===== src/rtl/rss_pkg.sv =====
// Package for the region scanline span block: sizes and action codes.
// No dependencies.
package rss_pkg;
  localparam int MaxRectsDefault = 16;
  localparam int CoordBitsDefault = 16;
  localparam int FieldBits = 16;
  localparam int CountBits = 5;

  typedef enum logic [1:0] {
    ACT_ADD    = 2'd0,
    ACT_CLEAR  = 2'd1,
    ACT_OFFSET = 2'd2,
    ACT_QUERY  = 2'd3
  } action_t;
endpackage


===== src/rtl/rss_front.sv =====
// Front end of the region scanline span block: a two-entry command
// queue. Depends on rss_pkg.
module rss_front #(
  parameter int CMD_BITS = 8
) (
  input  logic                clk,
  input  logic                rst,
  input  logic                push,
  output logic                full,
  input  logic [CMD_BITS-1:0] cmd_in,
  output logic                cmd_valid,
  input  logic                cmd_take,
  output logic [CMD_BITS-1:0] cmd_out
);
  import rss_pkg::*;

  logic [CMD_BITS-1:0] slot [2];
  logic rd_ptr, wr_ptr;
  logic [1:0] fill;
  logic do_push, do_pop;

  assign full = (fill == 2'd2);
  assign cmd_valid = (fill != 2'd0);
  assign cmd_out = slot[rd_ptr];
  assign do_push = push && !full;
  assign do_pop = cmd_take && cmd_valid;

  always_ff @(posedge clk) begin
    if (do_push) begin
      slot[wr_ptr] <= cmd_in;
    end
    if (rst) begin
      rd_ptr <= 1'b0;
      wr_ptr <= 1'b0;
      fill <= 2'd0;
    end else begin
      if (do_push) wr_ptr <= ~wr_ptr;
      if (do_pop) rd_ptr <= ~rd_ptr;
      fill <= fill + {1'b0, do_push} - {1'b0, do_pop};
    end
  end
endmodule


===== src/rtl/rss_back.sv =====
// Back end of the region scanline span block: rectangle table, span
// list and the sequencer that carries out each command. Depends on rss_pkg.
module rss_back #(
  parameter int MAX_RECTS = 16,
  parameter int COORD_BITS = 16,
  parameter int CMD_BITS = 8
) (
  input  logic                          clk,
  input  logic                          rst,
  input  logic                          cmd_valid,
  output logic                          cmd_take,
  input  logic [CMD_BITS-1:0]           cmd,
  output logic                          empty,
  input  logic                          pop,
  output logic signed [rss_pkg::FieldBits-1:0] span_start,
  output logic signed [rss_pkg::FieldBits-1:0] span_end,
  output logic                          span_valid,
  output logic                          last,
  output logic [rss_pkg::CountBits-1:0] rect_count,
  output logic                          dropped
);
  import rss_pkg::*;

  localparam int IdxBits = (MAX_RECTS > 1) ? $clog2(MAX_RECTS) : 1;
  localparam int CntBits = $clog2(MAX_RECTS + 1);
  localparam int W = COORD_BITS;

  typedef enum logic [6:0] {
    ST_IDLE   = 7'b0000001,
    ST_OFFSET = 7'b0000010,
    ST_QRD    = 7'b0000100,
    ST_QTEST  = 7'b0001000,
    ST_QMERGE = 7'b0010000,
    ST_EMIT   = 7'b0100000,
    ST_OUT    = 7'b1000000
  } state_t;

  state_t state;
  logic [4*W-1:0] rect_mem [MAX_RECTS];
  logic [2*W-1:0] span_mem [MAX_RECTS];
  logic [CntBits-1:0] rect_used, span_used, ri, sj;
  logic [4*W-1:0] rect_rd;
  logic [2*W-1:0] span_rd;
  logic signed [W-1:0] cur_lo, cur_hi;
  logic signed [W-1:0] q_line, q_ws, q_we, dx, dy;
  logic q_win;
  logic out_full;
  logic [1:0] act, cur_act;
  logic signed [W-1:0] rl, rt, rr, rb, tl, th, clo, chi;

  // Command fields, packed as in the top level.
  assign act = cmd[CMD_BITS-1 -: 2];
  assign cmd_take = (state == ST_IDLE) && !out_full;
  assign empty = !out_full;

  assign rl = rect_rd[4*W-1 -: W];
  assign rt = rect_rd[3*W-1 -: W];
  assign rr = rect_rd[2*W-1 -: W];
  assign rb = rect_rd[W-1:0];
  assign tl = span_rd[2*W-1 -: W];
  assign th = span_rd[W-1:0];

  always_comb begin
    clo = rl;
    chi = rr;
    if (q_win) begin
      if (q_ws > rl) clo = q_ws;
      if (q_we < rr) chi = q_we;
    end
  end

  always_ff @(posedge clk) begin
    rect_rd <= rect_mem[ri[IdxBits-1:0]];
    // The span being shown must stay put while the result waits for pop.
    if (!(state == ST_EMIT && out_full && !pop)) begin
      span_rd <= span_mem[sj[IdxBits-1:0]];
    end
    if (rst) begin
      state <= ST_IDLE;
      rect_used <= '0;
      span_used <= '0;
      out_full <= 1'b0;
      ri <= '0;
      sj <= '0;
    end else begin
      if (pop && out_full) out_full <= 1'b0;
      unique case (state)
        ST_IDLE: begin
          if (cmd_valid && !out_full) begin
            ri <= '0;
            sj <= '0;
            cur_act <= act;
            dx <= cmd[8*W+1 +: W];
            dy <= cmd[7*W+1 +: W];
            q_line <= cmd[6*W+1 +: W];
            q_win <= cmd[6*W];
            q_ws <= cmd[5*W +: W];
            q_we <= cmd[4*W +: W];
            span_valid <= 1'b0;
            span_start <= '0;
            span_end <= '0;
            last <= 1'b1;
            dropped <= 1'b0;
            case (act)
              ACT_ADD: begin
                if (rect_used < CntBits'(MAX_RECTS)) begin
                  rect_mem[rect_used[IdxBits-1:0]] <= cmd[0 +: 4*W];
                  rect_used <= rect_used + 1'b1;
                  rect_count <= CountBits'(rect_used + 1'b1);
                end else begin
                  dropped <= 1'b1;
                  rect_count <= CountBits'(rect_used);
                end
                out_full <= 1'b1;
              end
              ACT_CLEAR: begin
                rect_used <= '0;
                rect_count <= '0;
                out_full <= 1'b1;
              end
              ACT_OFFSET: begin
                rect_count <= CountBits'(rect_used);
                state <= ST_OFFSET;
              end
              default: begin
                rect_count <= CountBits'(rect_used);
                span_used <= '0;
                state <= ST_QRD;
              end
            endcase
          end
        end
        // Offset: read an entry, then write it back shifted.
        ST_OFFSET: begin
          if (ri == rect_used) begin
            out_full <= 1'b1;
            state <= ST_IDLE;
          end else begin
            state <= ST_QTEST;
          end
        end
        ST_QRD: begin
          if (ri == rect_used) begin
            sj <= '0;
            state <= ST_EMIT;
          end else begin
            state <= ST_QTEST;
          end
        end
        ST_QTEST: begin
          if (cur_act == ACT_OFFSET) begin
            rect_mem[ri[IdxBits-1:0]] <= {rl + dx, rt + dy, rr + dx, rb + dy};
            ri <= ri + 1'b1;
            state <= ST_OFFSET;
          end else if (!(q_line >= rt && q_line < rb) || (q_win && clo >= chi)) begin
            ri <= ri + 1'b1;
            state <= ST_QRD;
          end else begin
            cur_lo <= clo;
            cur_hi <= chi;
            sj <= '0;
            state <= ST_QMERGE;
          end
        end
        // Each stored span is addressed in ST_QMERGE, then compared in ST_OUT.
        ST_QMERGE: begin
          if (sj == span_used) begin
            if (span_used < CntBits'(MAX_RECTS)) begin
              span_mem[span_used[IdxBits-1:0]] <= {cur_lo, cur_hi};
              span_used <= span_used + 1'b1;
            end
            ri <= ri + 1'b1;
            state <= ST_QRD;
          end else begin
            state <= ST_OUT;
          end
        end
        ST_OUT: begin
          if (!(cur_lo > th || cur_hi < tl)) begin
            span_mem[sj[IdxBits-1:0]] <= {(cur_lo < tl) ? cur_lo : tl,
                                          (cur_hi > th) ? cur_hi : th};
            ri <= ri + 1'b1;
            state <= ST_QRD;
          end else begin
            sj <= sj + 1'b1;
            state <= ST_QMERGE;
          end
        end
        ST_EMIT: begin
          if (!out_full || pop) begin
            if (span_used == '0) begin
              out_full <= 1'b1;
              state <= ST_IDLE;
            end else if (sj != '0) begin
              span_start <= FieldBits'(span_rd[2*W-1 -: W]);
              span_end <= FieldBits'(span_rd[W-1:0]);
              span_valid <= 1'b1;
              last <= (sj == span_used);
              out_full <= 1'b1;
              if (sj == span_used) state <= ST_IDLE;
              else sj <= sj + 1'b1;
            end else begin
              sj <= sj + 1'b1;
            end
          end
        end
        default: state <= ST_IDLE;
      endcase
    end
  end
endmodule


===== src/rtl/region_scanline_spans.sv =====
// Top level of the region scanline span block: packs the input fields
// into a command and joins rss_front and rss_back. Depends on rss_pkg.
//
//   channel | handshake  | payload
//   input   | push, full | action, rect_*, shift_*, scan_line, use_window, win_*
//   result  | empty, pop | span_start, span_end, span_valid, last, rect_count, dropped
//
// Add and clear finish in the idle state; offset reads and writes back
// each stored rectangle. A query tests each rectangle, compares it with
// the stored spans and merges or appends it, then emits each span as one
// result, or one empty result if there is none.
// Reset clears the counts and queues; table contents stay undefined.
// A stalled result holds the back end; the front queue keeps taking
// up to two commands meanwhile.
module region_scanline_spans #(
  parameter int MAX_RECTS = rss_pkg::MaxRectsDefault,
  parameter int COORD_BITS = rss_pkg::CoordBitsDefault
) (
  input  logic clk,
  input  logic rst,
  input  logic push,
  output logic full,
  input  logic [1:0] action,
  input  logic signed [rss_pkg::FieldBits-1:0] rect_left,
  input  logic signed [rss_pkg::FieldBits-1:0] rect_top,
  input  logic signed [rss_pkg::FieldBits-1:0] rect_right,
  input  logic signed [rss_pkg::FieldBits-1:0] rect_bottom,
  input  logic signed [rss_pkg::FieldBits-1:0] shift_x,
  input  logic signed [rss_pkg::FieldBits-1:0] shift_y,
  input  logic signed [rss_pkg::FieldBits-1:0] scan_line,
  input  logic use_window,
  input  logic signed [rss_pkg::FieldBits-1:0] win_start,
  input  logic signed [rss_pkg::FieldBits-1:0] win_end,
  output logic empty,
  input  logic pop,
  output logic signed [rss_pkg::FieldBits-1:0] span_start,
  output logic signed [rss_pkg::FieldBits-1:0] span_end,
  output logic span_valid,
  output logic last,
  output logic [rss_pkg::CountBits-1:0] rect_count,
  output logic dropped
);
  import rss_pkg::*;

  localparam int W = COORD_BITS;
  localparam int CmdBits = 9 * W + 3;

  logic [CmdBits-1:0] cmd_in, cmd_q;
  logic cmd_valid, cmd_take;

  function automatic logic [W-1:0] sx(input logic [FieldBits-1:0] v);
    logic [W+FieldBits-1:0] e;
    e = {{W{v[FieldBits-1]}}, v};
    return e[W-1:0];
  endfunction

  assign cmd_in = {action, sx(shift_x), sx(shift_y), sx(scan_line), use_window,
                   sx(win_start), sx(win_end),
                   sx(rect_left), sx(rect_top), sx(rect_right), sx(rect_bottom)};

  rss_front #(.CMD_BITS(CmdBits)) u_front (
    .clk(clk), .rst(rst), .push(push), .full(full), .cmd_in(cmd_in),
    .cmd_valid(cmd_valid), .cmd_take(cmd_take), .cmd_out(cmd_q)
  );

  rss_back #(.MAX_RECTS(MAX_RECTS), .COORD_BITS(COORD_BITS), .CMD_BITS(CmdBits)) u_back (
    .clk(clk), .rst(rst), .cmd_valid(cmd_valid), .cmd_take(cmd_take), .cmd(cmd_q),
    .empty(empty), .pop(pop), .span_start(span_start), .span_end(span_end),
    .span_valid(span_valid), .last(last), .rect_count(rect_count), .dropped(dropped)
  );
endmodule


===== config.mk =====
export PLATFORM = sky130hd
export DESIGN_NAME = region_scanline_spans
export DESIGN_NICKNAME = d
export VERILOG_FILES = /design/src/rtl/rss_pkg.sv /design/src/rtl/rss_front.sv /design/src/rtl/rss_back.sv /design/src/rtl/region_scanline_spans.sv
export SDC_FILE = /design/constraint.sdc
export NUM_CORES = 2
export LEC_CHECK = 0
export BUFFER_PORTS_ARGS = -buffer_cell sky130_fd_sc_hd__buf_2
export CAP_MARGIN = 20
export CORE_MARGIN = 2
export CORE_UTILIZATION = 44
export DETAILED_ROUTE_END_ITERATION = 16
export HOLD_SLACK_MARGIN = 0.08
export SYNTH_ARGS = -nofsm -noshare
export SYNTH_HDL_FRONTEND = slang
export SYNTH_SLANG_ARGS = --single-unit

===== constraint.sdc =====
create_clock -name clk -period 14.4 [get_ports clk]
set_input_delay 2.88 -clock clk [delete_from_list [all_inputs] [get_ports clk]]
set_output_delay 2.88 -clock clk [all_outputs]
set_load 0.02 [all_outputs]

==> summary.md <==
| Metric | Value |
|---|---|
| Unrepaired setup endpoints after global routing | `false` |
| DRC | `0` |
| R2R setup slack | `8.16 ns` |
| Dpl hpwl | `127 mm` |
| DR vias | `42,600` |
| Cell taking the most area after synthesis | `edfxtp_1` |
| P_sw | `3.69 mW` |
| Worst-skew pair later-pin latency | `0.86 ns` |
| Final Hold Slack | `0.516 ns` |
| H-tree levels | `4` |
| VDD IR max | `0.0957 mV` |
| Share of layout cells above drive strength 1 | `27.8%` |
| Yosys cell types | `94` |
| Setup tns final | `0 ns` |
| Avg WL per Cell | `28.6 um` |
| Final ANT Viol Nets | `0` |
| CP endpoint kind | `flip-flop` |
| Top cells by area, synth | `edfxtp_1 71%, mux4_2 13%, ha_1 3.0%` |
| Via density | `5.78` |
| GRT Util Overall | `21.3%` |
| WL final | `211 mm` |
| Crit Path Max Fanout | `32` |
| Area grow syn2layout | `13.8%` |
| Synth warnings | `0` |
| Fillers | `15,400` |
| CP max-delay cell | `a2111oi_0` |
| Most frequent cells after synthesis | `2,017 x edfxtp_1, 480 x mux4_2, 208 x ha_1, 135 x inv_1, 122 x mux2_2` |
| Yosys reg bits | `2,114` |
| Sequential share of power | `50.3%` |
| Global placer's final weighted congestion | `0.859` |
| GRT overflow | `0` |
| Initial antenna violation count | `18` |
| CTS resizes | `0` |
| Cell with the most instances after synthesis | `edfxtp_1` |
| Sequential cell area | `0.0625 mm^2` |
| Clock tree sinks | `2,114` |
| Power Total | `14.8 mW` |
| Die Wd | `445 um` |
| Largest net degree at the start of global routing | `104` |
| Layout Utilization | `50.5%` |
| Internal Power | `11.1 mW` |
| Clock Path Buffers | `3` |
| Total Die Area | `0.198 mm^2` |
| CP required | `14.89 ns` |
| IO Count | `193` |
| Multi-input gate area | `0.0219 mm^2` |
| Starting Density | `44.3%` |
| # hold bufs at CTS | `0` |
| Crit-path most repeated cell | `a21o_1` |
| Combinational share of power | `12.0%` |
| Net Count, Synth | `4,642` |
| Root Buffer | `clkbuf_16` |
| Post-CTS Setup Repair Bufs | `0` |
| Post-synth EDFFs | `2,017` |
| Fmax | `0.160 GHz` |
| Commonest register cell after synthesis | `edfxtp_1` |
| Hold WC Path Type | `flip-flop to flip-flop` |
| Max-slew violations | `0` |
| Worst Path Buf+Inv | `3` |
| Vias in the first global route | `42,700` |
| Critical-path cell list | `inv_1 > ha_1 > a21o_1 > a21o_1 > a211oi_1 > o21ai_1 > a221oi_1 > o311a_1 > buf_4 > mux2i_1 > ha_1 > a21o_1 > a2111oi_0 > o31ai_1 > o311a_1 > a311oi_2 > nand4_1 > nor2_2 > buf_4` |
| Register area share after synthesis | `73.2%` |
| Clock slew at reported path FFs | `0.06 ns` |
| Final Skew | `0.0346 ns` |
| Post-synth top area share | `70.9%` |
| Clock power share | `37.7%` |
| Final cycle utilization of the critical path | `43.3%` |
| Slowest Stage Delay on Critical Path | `0.53 ns` |
| Setup CP Type | `flip-flop to flip-flop` |
| CP Launch Type | `flip-flop` |
| Cell count after synthesis | `4,279` |
| CTS tree | `done` |
| DR iter-0 viols | `4,131` |
| PortBufs | `192` |
| Synthesized area | `0.0854 mm^2` |
| Die height | `445 um` |
| Delay-heaviest family, CP | `compound AO/OA/AOI/OAI gates` |
| Worst Path Arrival | `6.72 ns` |
| Worst-Margin Slew | `1.08 ns` |
| Max-cap viol count | `0` |
| Synthesized area per cell | `20.0 um^2` |
| Ys async rst share | `0%` |
| Final nets | `5,008` |
| CTS buffer count | `214` |
| Shortest period the worst path allows | `6.24 ns` |
| Power Density | `152 mW/mm^2` |
| FP Rows | `161` |
| Rel. slew slack | `27.7%` |
| TritonRoute pass-1 iters | `6` |
| Core ar. | `0.193 mm^2` |
| Hold Vio Cnt, Final | `0` |
| Switching Fraction | `25.0%` |
| Pleak | `31.7 nW` |
| Final Setup Violations | `0` |
| Global-route wire length before repair | `303 mm` |
| Status | `finished, final reports clean` |
==> worst paths after layout <==
path	start	endpoint	cells past startpoint
max	u_back.rect_rd[17]$_DFF_P_	u_back.cur_hi[5]$_DFFE_PP_	19
min	u_front.rd_ptr$_SDFFE_PP0P_	flip-flop	2
max reg2reg	u_back.rect_rd[17]$_DFF_P_	u_back.cur_hi[5]$_DFFE_PP_	19
min reg2reg	u_front.rd_ptr$_SDFFE_PP0P_	flip-flop	2
==> metal layers <==
| metal | vias up | share of wire, % | track usage [%] |
|---|---|---|---|
| met2 | 1258 | 50 | 35.4 |
| li1 | 18400 | - | - |
| met1 | 22700 | 43 | 29.8 |
| met5 | - | 0.0076 | 0 |
| met4 | 2 | 2.0 | 4.97 |
| met3 | 269 | 5.1 | 3.10 |
==> layout by cell type, fill, tap and decap left out, types with 31 or more instances in the layout <==
cell type,Yosys,final
a211oi_1,31,31
a21oi_1,89,88
and2_1,41,40
buf_2,31,194
buf_4,3,129
clkbuf_1,109,47
clkbuf_16,0,217
clkinv_1,1,31
clkinv_2,0,56
dfxtp_1,97,89
edfxtp_1,2017,2017
ha_1,208,208
inv_1,135,135
mux2_2,122,122
mux2i_1,69,69
mux4_2,480,480
nand2_1,101,100
nand3_1,45,45
nor2_1,115,81
nor2_4,1,34
nor3_1,49,47
o21ai_0,82,81
xnor2_1,36,36
==> sequential cells by signal, summed over array words and instances, names as in the netlist, 32 cells and up, named ones only <==
| signal | flops |
|---|---|
| u_back.rect_rd | 64 |
| u_front.slot | 294 |
| u_back.span_rd | 32 |
| u_back.rect_mem | 1024 |
| u_back.span_mem | 512 |
==> worst min-delay path: stages, from the launching register on <==
cell and delay, ns:
dfxtp_1 0.32, xnor2_1 0.08, nor2_1 0.09
==> metrics by stage <==
stage	std cells	worst slack (ns)	cell area (um^2)
floorplan	4279	4.17	85400
global placement	6943	7.53	90000
detailed placement	6949	7.50	90000
CTS	7357	8.12	97100
global route	7366	7.84	97200
finish	7368	8.16	97200
==> area by class of cell <==
class / instances / area share, %
Inverter: 136 / 0.530
Sequential cell: 2114 / 64.3
Timing Repair Buffer: 326 / 2.04
Clock buffer: 276 / 5.94
Multi-Input combinational cell: 1853 / 22.5
Tap cell: 2526 / 3.25
Clock inverter: 132 / 1.36
Antenna cell: 5 / 0.0129
==> cells by family after synthesis <==
kind of cell               Yosys count  synth area share [%]
DFF                               2114                  73.2
muxes                              700                  15.5
and+or+nand+nor                    505                  3.10
AOI/OAI and AO/OA                  377                  2.96
buffers and inverters              312                  1.47
adders and majority gates          212                  3.14
xor gates and xnor gates            59                 0.605
==> power groups by stage <==
stage | Combinational, mW | Clock [mW] | Sequential [mW]
floorplan | 1.07 | 0 | 7.57
global placement | 1.76 | 0 | 7.55
detailed placement | 1.79 | 0 | 7.55
CTS | 1.80 | 5.66 | 7.43
global route | 1.95 | 5.90 | 7.44
finish | 1.78 | 5.56 | 7.42
Note: power is estimated with default switching activity, not from simulation.
